**src/rtl/cmsc_pkg.sv**
```systemverilog
// ----------------------------------------------------------------------------
// cmsc_pkg
// Shared types and constants for the cooked mesh stream checker: payload
// structs, configuration bundle, header layout, status codes and helpers.
// ----------------------------------------------------------------------------
package cmsc_pkg;

  // input transaction payload
  typedef struct packed {
    logic [7:0] data_byte;
    logic       last;
  } in_pkt_t;

  // result transaction payload
  typedef struct packed {
    logic [2:0]  status;
    logic [31:0] mesh_kind;
    logic [31:0] vert_cnt;
    logic [31:0] idx_cnt;
    logic [63:0] fingerprint;
  } out_pkt_t;

  // configuration registers as seen by the datapath
  typedef struct packed {
    logic [20:0] max_vertices;
    logic [22:0] max_indices;
    logic [25:0] max_bytes;
    logic [7:0]  hull_kind_code;
    logic [7:0]  mesh_kind_code;
  } cfg_t;

  // per-file snapshot handed from the parser to the status stage
  typedef struct packed {
    logic [63:0] hash;
    logic [63:0] stored_sum;
    logic [63:0] stored_size;
    logic [63:0] stored_print;
    logic [31:0] kind;
    logic [31:0] vert;
    logic [31:0] idx;
    logic        magic_ok;
    logic        len_ovf;
    logic        vert_err;
    logic        idx_err;
  } fin_t;

  // result status codes, lowest failing check wins
  typedef enum logic [2:0] {
    ST_OK     = 3'd0,
    ST_HEADER = 3'd1,
    ST_DIMS   = 3'd2,
    ST_VERTEX = 3'd3,
    ST_INDEX  = 3'd4
  } status_t;

  // configuration register indexes
  localparam logic [2:0] CFG_MAX_VERTICES = 3'd0;
  localparam logic [2:0] CFG_MAX_INDICES  = 3'd1;
  localparam logic [2:0] CFG_MAX_BYTES    = 3'd2;
  localparam logic [2:0] CFG_HULL_KIND    = 3'd3;
  localparam logic [2:0] CFG_MESH_KIND    = 3'd4;

  // configuration reset values
  localparam logic [20:0] MAX_VERTICES_RST = 21'd65536;
  localparam logic [22:0] MAX_INDICES_RST  = 23'd196608;
  localparam logic [25:0] MAX_BYTES_RST    = 26'd33554432;
  localparam logic [7:0]  HULL_KIND_RST    = 8'd0;
  localparam logic [7:0]  MESH_KIND_RST    = 8'd1;

  // hash constants
  localparam logic [63:0] FNV_BASIS = 64'hCBF29CE484222325;

  // header layout, offsets of the last byte of each word
  localparam int          HEADER_BYTES = 48;
  localparam int          SUM_LO       = 24;
  localparam int          SUM_HI       = 32;
  localparam logic [5:0]  OFF_MAGIC    = 6'd3;
  localparam logic [5:0]  OFF_VERSION  = 6'd7;
  localparam logic [5:0]  OFF_SIZE     = 6'd15;
  localparam logic [5:0]  OFF_PRINT    = 6'd23;
  localparam logic [5:0]  OFF_SUM      = 6'd31;
  localparam logic [5:0]  OFF_KIND     = 6'd35;
  localparam logic [5:0]  OFF_VERT     = 6'd39;
  localparam logic [5:0]  OFF_IDX      = 6'd43;
  localparam logic [5:0]  OFF_RSVD     = 6'd47;

  localparam logic [31:0] MAGIC_WORD   = 32'h31434B56;
  localparam logic [31:0] VERSION_WORD = 32'd1;
  localparam logic [30:0] COORD_LIMIT  = 31'h4B189680;

  // true when the value is a multiple of three (base-4 digit sums)
  function automatic logic is_mult3(input logic [31:0] val);
    logic [5:0] s1;
    logic [3:0] s2;
    logic [2:0] s3;
    s1 = '0;
    for (int i = 0; i < 16; i++) begin
      s1 = s1 + 6'(val[2*i +: 2]);
    end
    s2 = 4'(s1[1:0]) + 4'(s1[3:2]) + 4'(s1[5:4]);
    s3 = 3'(s2[1:0]) + 3'(s2[3:2]);
    return (s3 == 3'd0) || (s3 == 3'd3);
  endfunction

endpackage

```
**src/rtl/cooked_mesh_stream_checker_top.sv**
```systemverilog
// ----------------------------------------------------------------------------
// cooked_mesh_stream_checker_top
// Streaming checker for cooked collision-mesh files: hash, header, dimension
// and payload checks with one status transaction per file.
// ----------------------------------------------------------------------------
// The block takes one file byte per clock cycle unless in_stall holds it,
// and gives one result transaction when the byte marked last has been taken;
// that result passes through the parser's snapshot register and the result
// register to out_valid. The rate is set by the 64-bit hash recurrence, one
// multiply-by-prime (shifts and adds) per byte in the parser. Three stages:
// an input register, the parser with its per-file state, and the status
// stage with the result register. Configuration writes take effect on the
// next cycle; there is no clearing pass after reset.
module cooked_mesh_stream_checker_top
  import cmsc_pkg::*;
#(
  parameter int POSITION_BITS   = 26,
  parameter int HULL_VERTEX_CAP = 256
) (
  input  logic        clk,
  input  logic        rst_n,
  input  logic        in_valid,
  output logic        in_stall,
  input  in_pkt_t     in_data,
  output logic        out_valid,
  input  logic        out_stall,
  output out_pkt_t    out_data,
  input  logic        cfg_we,
  input  logic [2:0]  cfg_idx,
  input  logic [25:0] cfg_wdata
);

  cfg_t                     cfg_r;
  logic                     in_vld_r;
  in_pkt_t                  in_r;
  logic                     s1_free;
  logic                     step;
  logic                     fin_vld;
  logic                     fin_take;
  fin_t                     fin;
  logic [POSITION_BITS-1:0] fin_size;

  // configuration registers
  always_ff @(posedge clk) begin
    if (!rst_n) begin
      cfg_r.max_vertices   <= MAX_VERTICES_RST;
      cfg_r.max_indices    <= MAX_INDICES_RST;
      cfg_r.max_bytes      <= MAX_BYTES_RST;
      cfg_r.hull_kind_code <= HULL_KIND_RST;
      cfg_r.mesh_kind_code <= MESH_KIND_RST;
    end else if (cfg_we) begin
      case (cfg_idx)
        CFG_MAX_VERTICES: cfg_r.max_vertices   <= cfg_wdata[20:0];
        CFG_MAX_INDICES:  cfg_r.max_indices    <= cfg_wdata[22:0];
        CFG_MAX_BYTES:    cfg_r.max_bytes      <= cfg_wdata;
        CFG_HULL_KIND:    cfg_r.hull_kind_code <= cfg_wdata[7:0];
        CFG_MESH_KIND:    cfg_r.mesh_kind_code <= cfg_wdata[7:0];
        default: ;
      endcase
    end
  end

  // input stage handshake, a final byte waits for a free snapshot slot
  assign step     = in_vld_r && (!in_r.last || !fin_vld || fin_take);
  assign s1_free  = !in_vld_r || step;
  assign in_stall = !s1_free;

  // input register valid
  always_ff @(posedge clk) begin
    if (!rst_n) begin
      in_vld_r <= 1'b0;
    end else if (s1_free) begin
      in_vld_r <= in_valid;
    end
  end

  // input register payload
  always_ff @(posedge clk) begin
    if (in_valid && s1_free) begin
      in_r <= in_data;
    end
  end

  // per-byte parser
  cmsc_parse #(
    .POSITION_BITS (POSITION_BITS)
  ) u_parse (
    .clk      (clk),
    .rst_n    (rst_n),
    .cfg      (cfg_r),
    .step     (step),
    .pkt      (in_r),
    .fin_take (fin_take),
    .fin_vld  (fin_vld),
    .fin      (fin),
    .fin_size (fin_size)
  );

  // status evaluation and result register
  cmsc_judge #(
    .POSITION_BITS   (POSITION_BITS),
    .HULL_VERTEX_CAP (HULL_VERTEX_CAP)
  ) u_judge (
    .clk       (clk),
    .rst_n     (rst_n),
    .cfg       (cfg_r),
    .fin_vld   (fin_vld),
    .fin       (fin),
    .fin_size  (fin_size),
    .fin_take  (fin_take),
    .out_valid (out_valid),
    .out_stall (out_stall),
    .out_data  (out_data)
  );

endmodule

```
**src/rtl/cmsc_parse.sv**
```systemverilog
// ----------------------------------------------------------------------------
// cmsc_parse
// Per-byte core: running hash, byte counter, header decode and payload
// coordinate and index checks. On the final byte it hands a snapshot of the
// file state to the status stage and clears itself for the next file.
// ----------------------------------------------------------------------------
module cmsc_parse
  import cmsc_pkg::*;
#(
  parameter int POSITION_BITS = 26
) (
  input  logic                     clk,
  input  logic                     rst_n,
  input  cfg_t                     cfg,
  input  logic                     step,
  input  in_pkt_t                  pkt,
  input  logic                     fin_take,
  output logic                     fin_vld,
  output fin_t                     fin,
  output logic [POSITION_BITS-1:0] fin_size
);

  localparam int PW = POSITION_BITS;
  localparam int CW = (PW > 26) ? PW : 26;
  localparam int WW = (PW > 35) ? PW : 35;

  // file state
  logic [63:0]   hash_r,   hash_nxt;
  logic [PW-1:0] pos_r,    pos_nxt;
  logic          ovf_r,    ovf_nxt;
  logic [63:0]   shift_r,  shift_nxt;
  logic          magic_r,  magic_nxt;
  logic [63:0]   ssize_r,  ssize_nxt;
  logic [63:0]   ssum_r,   ssum_nxt;
  logic [63:0]   sprint_r, sprint_nxt;
  logic [31:0]   kind_r,   kind_nxt;
  logic [31:0]   vert_r,   vert_nxt;
  logic [31:0]   idx_r,    idx_nxt;
  logic          verr_r,   verr_nxt;
  logic          ierr_r,   ierr_nxt;

  // snapshot register
  logic          fin_vld_r;
  fin_t          fin_r;
  logic [PW-1:0] fin_size_r;

  logic [7:0]    byte_x;
  logic [63:0]   hx;
  logic [31:0]   w32;
  logic          in_hdr;
  logic [PW-1:0] pos_off;
  logic [WW-1:0] word_idx;
  logic [WW-1:0] coords;
  logic [WW-1:0] idx_end;
  logic          pos_full;
  logic [PW-1:0] size_nxt;
  logic          clr;

  // hash update, checksum bytes count as zero
  always_comb begin
    byte_x = ((pos_r < PW'(SUM_LO)) || (pos_r >= PW'(SUM_HI))) ? pkt.data_byte : 8'h00;
    hx     = hash_r ^ {56'h0, byte_x};
    hash_nxt = hx + (hx << 1) + (hx << 4) + (hx << 5) + (hx << 7) + (hx << 8)
             + (hx << 40);
  end

  // byte counter with saturation and overflow flag
  always_comb begin
    pos_full = &pos_r;
    size_nxt = pos_full ? pos_r : pos_r + PW'(1);
    pos_nxt  = size_nxt;
    ovf_nxt  = ovf_r | pos_full | (CW'(size_nxt) > CW'(cfg.max_bytes));
  end

  // header decode and payload checks on each completed word
  always_comb begin
    shift_nxt  = {pkt.data_byte, shift_r[63:8]};
    w32        = shift_nxt[63:32];
    in_hdr     = pos_r < PW'(HEADER_BYTES);
    pos_off    = pos_r - PW'(HEADER_BYTES);
    word_idx   = WW'(pos_off[PW-1:2]);
    coords     = WW'({2'b00, vert_r}) + WW'({1'b0, vert_r, 1'b0});
    idx_end    = coords + WW'(idx_r);
    magic_nxt  = magic_r;
    ssize_nxt  = ssize_r;
    ssum_nxt   = ssum_r;
    sprint_nxt = sprint_r;
    kind_nxt   = kind_r;
    vert_nxt   = vert_r;
    idx_nxt    = idx_r;
    verr_nxt   = verr_r;
    ierr_nxt   = ierr_r;
    if (in_hdr) begin
      case (pos_r[5:0])
        OFF_MAGIC:   if (w32 != MAGIC_WORD) magic_nxt = 1'b0;
        OFF_VERSION: if (w32 != VERSION_WORD) magic_nxt = 1'b0;
        OFF_SIZE:    ssize_nxt = shift_nxt;
        OFF_PRINT:   sprint_nxt = shift_nxt;
        OFF_SUM:     ssum_nxt = shift_nxt;
        OFF_KIND:    kind_nxt = w32;
        OFF_VERT:    vert_nxt = w32;
        OFF_IDX:     idx_nxt = w32;
        OFF_RSVD:    if (w32 != 32'h0) magic_nxt = 1'b0;
        default: ;
      endcase
    end else if (pos_r[1:0] == 2'b11) begin
      if (word_idx < coords) begin
        if (w32[30:0] > COORD_LIMIT) verr_nxt = 1'b1;
      end else if (word_idx < idx_end) begin
        if (w32 >= vert_r) ierr_nxt = 1'b1;
      end
    end
  end

  assign clr = !rst_n || (step && pkt.last);

  // file state registers, cleared by reset and after each final byte
  always_ff @(posedge clk) begin
    if (clr) begin
      hash_r   <= FNV_BASIS;
      pos_r    <= '0;
      ovf_r    <= 1'b0;
      shift_r  <= '0;
      magic_r  <= 1'b1;
      ssize_r  <= '0;
      ssum_r   <= '0;
      sprint_r <= '0;
      kind_r   <= '0;
      vert_r   <= '0;
      idx_r    <= '0;
      verr_r   <= 1'b0;
      ierr_r   <= 1'b0;
    end else if (step) begin
      hash_r   <= hash_nxt;
      pos_r    <= pos_nxt;
      ovf_r    <= ovf_nxt;
      shift_r  <= shift_nxt;
      magic_r  <= magic_nxt;
      ssize_r  <= ssize_nxt;
      ssum_r   <= ssum_nxt;
      sprint_r <= sprint_nxt;
      kind_r   <= kind_nxt;
      vert_r   <= vert_nxt;
      idx_r    <= idx_nxt;
      verr_r   <= verr_nxt;
      ierr_r   <= ierr_nxt;
    end
  end

  // snapshot valid flag
  always_ff @(posedge clk) begin
    if (!rst_n) begin
      fin_vld_r <= 1'b0;
    end else if (step && pkt.last) begin
      fin_vld_r <= 1'b1;
    end else if (fin_take) begin
      fin_vld_r <= 1'b0;
    end
  end

  // snapshot payload
  always_ff @(posedge clk) begin
    if (step && pkt.last) begin
      fin_r.hash         <= hash_nxt;
      fin_r.stored_sum   <= ssum_nxt;
      fin_r.stored_size  <= ssize_nxt;
      fin_r.stored_print <= sprint_nxt;
      fin_r.kind         <= kind_nxt;
      fin_r.vert         <= vert_nxt;
      fin_r.idx          <= idx_nxt;
      fin_r.magic_ok     <= magic_nxt;
      fin_r.len_ovf      <= ovf_nxt;
      fin_r.vert_err     <= verr_nxt;
      fin_r.idx_err      <= ierr_nxt;
      fin_size_r         <= size_nxt;
    end
  end

  assign fin_vld  = fin_vld_r;
  assign fin      = fin_r;
  assign fin_size = fin_size_r;

endmodule

```
**src/rtl/cmsc_judge.sv**
```systemverilog
// ----------------------------------------------------------------------------
// cmsc_judge
// Status stage: evaluates header, dimension and payload checks on a file
// snapshot in priority order and holds the result transaction.
// ----------------------------------------------------------------------------
module cmsc_judge
  import cmsc_pkg::*;
#(
  parameter int POSITION_BITS   = 26,
  parameter int HULL_VERTEX_CAP = 256
) (
  input  logic                     clk,
  input  logic                     rst_n,
  input  cfg_t                     cfg,
  input  logic                     fin_vld,
  input  fin_t                     fin,
  input  logic [POSITION_BITS-1:0] fin_size,
  output logic                     fin_take,
  output logic                     out_valid,
  input  logic                     out_stall,
  output out_pkt_t                 out_data
);

  localparam int PW = POSITION_BITS;
  localparam int DW = (PW > 38) ? PW : 38;

  logic          out_vld_r;
  out_pkt_t      out_r;
  out_pkt_t      res;
  status_t       st;
  logic [63:0]   size64;
  logic [DW-1:0] exp_size;
  logic          is_hull;
  logic          is_mesh;
  logic          hdr_bad;
  logic          dims_bad;

  // checks in priority order
  always_comb begin
    size64   = 64'(fin_size);
    exp_size = DW'(HEADER_BYTES) + DW'({fin.vert, 3'b000}) + DW'({fin.vert, 2'b00})
             + DW'({fin.idx, 2'b00});
    is_hull  = fin.kind == {24'h0, cfg.hull_kind_code};
    is_mesh  = fin.kind == {24'h0, cfg.mesh_kind_code};
    hdr_bad  = (size64 < 64'(HEADER_BYTES)) || fin.len_ovf
            || (size64 > 64'(cfg.max_bytes)) || !fin.magic_ok
            || (fin.stored_size != size64) || (fin.hash != fin.stored_sum);
    dims_bad = (fin.vert < 32'd3) || (fin.vert > 32'(cfg.max_vertices))
            || (fin.idx < 32'd3) || (fin.idx > 32'(cfg.max_indices))
            || !is_mult3(fin.idx) || (!is_hull && !is_mesh)
            || (is_hull && ((fin.vert < 32'd4) || (fin.vert > 32'(HULL_VERTEX_CAP))))
            || (64'(exp_size) != size64);
    if (hdr_bad) begin
      st = ST_HEADER;
    end else if (dims_bad) begin
      st = ST_DIMS;
    end else if (fin.vert_err) begin
      st = ST_VERTEX;
    end else if (fin.idx_err) begin
      st = ST_INDEX;
    end else begin
      st = ST_OK;
    end
    res.status      = st;
    res.mesh_kind   = fin.kind;
    res.vert_cnt    = fin.vert;
    res.idx_cnt     = fin.idx;
    res.fingerprint = fin.stored_print;
  end

  assign fin_take = fin_vld && (!out_vld_r || !out_stall);

  // result valid
  always_ff @(posedge clk) begin
    if (!rst_n) begin
      out_vld_r <= 1'b0;
    end else if (fin_take) begin
      out_vld_r <= 1'b1;
    end else if (!out_stall) begin
      out_vld_r <= 1'b0;
    end
  end

  // result payload
  always_ff @(posedge clk) begin
    if (fin_take) begin
      out_r <= res;
    end
  end

  assign out_valid = out_vld_r;
  assign out_data  = out_r;

endmodule
```
**config.mk**
```make
export PLATFORM = sky130hd
export DESIGN_NAME = cooked_mesh_stream_checker_top
export DESIGN_NICKNAME = d
export VERILOG_FILES = /design/src/rtl/cmsc_pkg.sv /design/src/rtl/cooked_mesh_stream_checker_top.sv /design/src/rtl/cmsc_parse.sv /design/src/rtl/cmsc_judge.sv
export SDC_FILE = /design/constraint.sdc
export NUM_CORES = 2
export LEC_CHECK = 0
export ABC_AREA = 0
export BUFFER_PORTS_ARGS = -buffer_cell sky130_fd_sc_hd__buf_2
export CORE_MARGIN = 4
export CORE_UTILIZATION = 48
export CTS_CLUSTER_DIAMETER = 100
export DETAILED_ROUTE_END_ITERATION = 10
export PLACE_DENSITY = 0.65
export RECOVER_POWER = 50
export SYNTH_ARGS = -nofsm -noshare
export SYNTH_HDL_FRONTEND = slang
export SYNTH_SLANG_ARGS = --single-unit
```
**constraint.sdc**
```tcl
create_clock -name clk -period 17.1 [get_ports clk]
set_input_delay 3.42 -clock clk [delete_from_list [all_inputs] [get_ports clk]]
set_output_delay 3.42 -clock clk [all_outputs]
set_load 0.02 [all_outputs]
```
==> metrics <==
hold depth=0; synth warn=0; Setup Crit Path Kind=reg2reg; area delta synth->final=10.3%; CTS tree=yes; post-synthesis cell type count=between 80 and 90; Post-Syn Area=0.0632 mm^2; worst-skew pair later-pin latency=roughly 0.8 ns; Final Hold Fails=0; Setup WS post-layout=about 7.6 ns; Tcrit/Tclk final=0.554; die height=between 300 and 400 um; Mapped Avg Cell Area=a little over 10 um^2; core area=~0.13 mm^2; Worst EP arrival=~10 ns; register area share after synthesis=0.430; Final ANT Viol Nets=0; IO Pins=approximately 210; Port Buf Inserts=207; clock sinks=~1100; PostCTS Resize Cnt=0; Worst-Margin Slew=4.43 ns; most frequent cells in the layout=nand2_1 (1117), a21oi_1 (572), edfxtp_1 (554), dfxtp_1 (527), inv_1 (475); share of cells above drive strength 1=0.0671; Mapped Nets=roughly 7000; Pins Over Slew Limit=583; CP dominant cell by count=fa_1; Worst Hold Class=reg2reg; Max-Cap Viols=12; clock slew at reported path FFs=~0.06 ns; Final min period=9.47 ns; Remaining DRCs=0; RSZ-0062 raised after global routing=false; Primary FF master, synth=edfxtp_1; Detailed Route WL=~190 mm; violated checks=capacitance limit, slew limit; CTS Buf Count=approximately 120; Largest stage delay, worst path=between 0.5 and 0.6 ns; drt first pass iters=5; Setup crit end kind=flip-flop; Worst EP required=between 15 and 20 ns; gp weighted congestion=about 0.96; largest net degree at the start of global routing=roughly 180; Setup-failing EPs final=0; WL/cell=between 20 and 25 um; Yosys reg bits=1081; CTS root buf=clkbuf_16; Max Freq=between 0.1 and 0.15 GHz; setup bufs post-CTS=0; gr ovfl total=0; via count=between 40000 and 50000; Vias/cell=approximately 5.7; status=finished, violations left; most common cell after layout, fill and taps aside=nand2_1; Post-synth ARST share=0; CTS max path bufs=3; die area=between 0.1 and 0.15 mm^2; synthesized instance count=6223; initial antenna violation count=6; number of flops mapped to enable cells by yosys=around 550; row count=between 100 and 150; CP Max Fanout=5; Die Span X=between 300 and 400 um; Startpoint Class=flip-flop; drt initial violations=approximately 4200; first-pass GRT wire length=about 290 mm; vias in the first global route=about 46000; reg2reg path depth=30; CTS Hold Buffers Added=0; Fin Clk Skew=between 0.04 and 0.05 ns; Detailed Place HPWL=approximately 140 mm; GRT Total Usage=0.277; Clock H-tree levels=3; Nets=a little over 7000; Starting Density=0.486; worst rel slew slack=-1.95; setup TNS=0 ns; highest-delay cell along the critical path=fa_1; dpl ws=7.73 ns
[flip-flops by register name (all words and copies together), names as in the netlist, 9 cells and up]
name              flops
u_parse.idx_r        32
in_r                  9
u_parse.hash_r       64
u_parse.fin         356
u_parse.sprint_r     64
u_parse.vert_r       32
u_parse.shift_r      56
u_parse.ssum_r       64
u_parse.pos_r        26
u_parse.ssize_r      64
cfg_r                86
u_parse.fin_size     26
u_parse.kind_r       32
u_judge.out_data    163
[critical path: cells and delay by family (launching register included)]
kind                     cells  cell delay [ns]
flip-flops                   1             0.47
buffers and inverters        6             0.32
AO/OA/AOI/OAI                2             0.60
adder cells (fa/ha/maj)     14             5.73
AND/OR/NAND/NOR              6             1.88
XOR/XNOR                     2             0.33
[cells by family after synthesis]
kind of cell | synth area share
DFF | 0.430
buffers and inverters | 0.0465
AOI/OAI and AO/OA | 0.114
adders and majority gates | 0.176
xor gates and xnor gates | 0.0510
muxes | 0.0537
and+or+nand+nor | 0.129
[layer usage]
metal	wire (um)	GRT usage
met1	79100	0.355
met2	91800	0.463
met3	11200	0.0426
met4	10500	0.125
met5	0	0
[final cells by class]
cell class	count	area, um^2
flip-flops and latches	1081	27200
fillers	11700	60400
multi-input cells	4367	33100
clock inverters	63	901
diodes	2	5.00
repair buffers	279	1370
well taps	1742	2180
clock buffers	157	3160
inverters	476	1790
[synthesized netlist by cell type, drive strengths merged (6+ instances only)]
cell	count	area, um^2
nand3b	10	75.1
a211oi	37	278
nor4	87	544
xnor2	189	1660
a31o	7	61.3
mux2i	14	140
nand4	95	594
fa	305	6110
nand2b	23	144
and4	14	123
o311ai	7	61.3
o21ai	128	641
and3	28	175
a21o	113	848
inv	476	1790
nor3	63	325
nor2b	27	169
a21boi	88	661
or4	11	90.1
o21bai	14	105
o21a	30	225
a2111oi	12	111
and2	19	119
edfxtp	554	16600
nand3	123	616
clkbuf	269	1010
a221oi	7	61.3
or2	11	68.8
nand2	1120	4200
a221o	9	90.1
a21oi	572	2860
nor4b	7	61.3
mux2	289	3250
dfxtp	527	10600
o211ai	31	233
ha	398	4980
nor2	145	544
buf	30	144
a31oi	20	125
o31ai	11	82.6
xor2	179	1570
or3	27	179
o2111ai	14	123
a41oi	6	52.6
a211o	9	78.8
[stage by stage]
| stage | std cells | hold WS (ns) | utilization | cell area, um^2 |
|---|---|---|---|---|
| global placement | 7945 | 0.403 | 0.506 | 65900 |
| CTS | 8165 | 0.415 | 0.538 | 70000 |
| floorplan | 6223 | 0.400 | - | 63200 |
| finish | 8167 | 0.413 | 0.536 | 69700 |
| detailed placement | 7945 | 0.405 | 0.506 | 65900 |
| global route | 8165 | 0.426 | 0.536 | 69700 |
[worst paths after layout]
check / start / end / slack [ns]
worst max-delay path: u_parse.fin[6] / u_judge.out_data[162] / 7.63
worst min-delay path: u_parse.fin[129] / u_judge.out_data[29] / 0.41
worst max register to register: u_parse.fin[6] / u_judge.out_data[162] / 7.63
worst min register to register: u_parse.fin[129] / u_judge.out_data[29] / 0.41
Power is left out: the tool's default activity adds up to more than one toggle a clock period on the data nets, which glitch-free logic cannot reach.
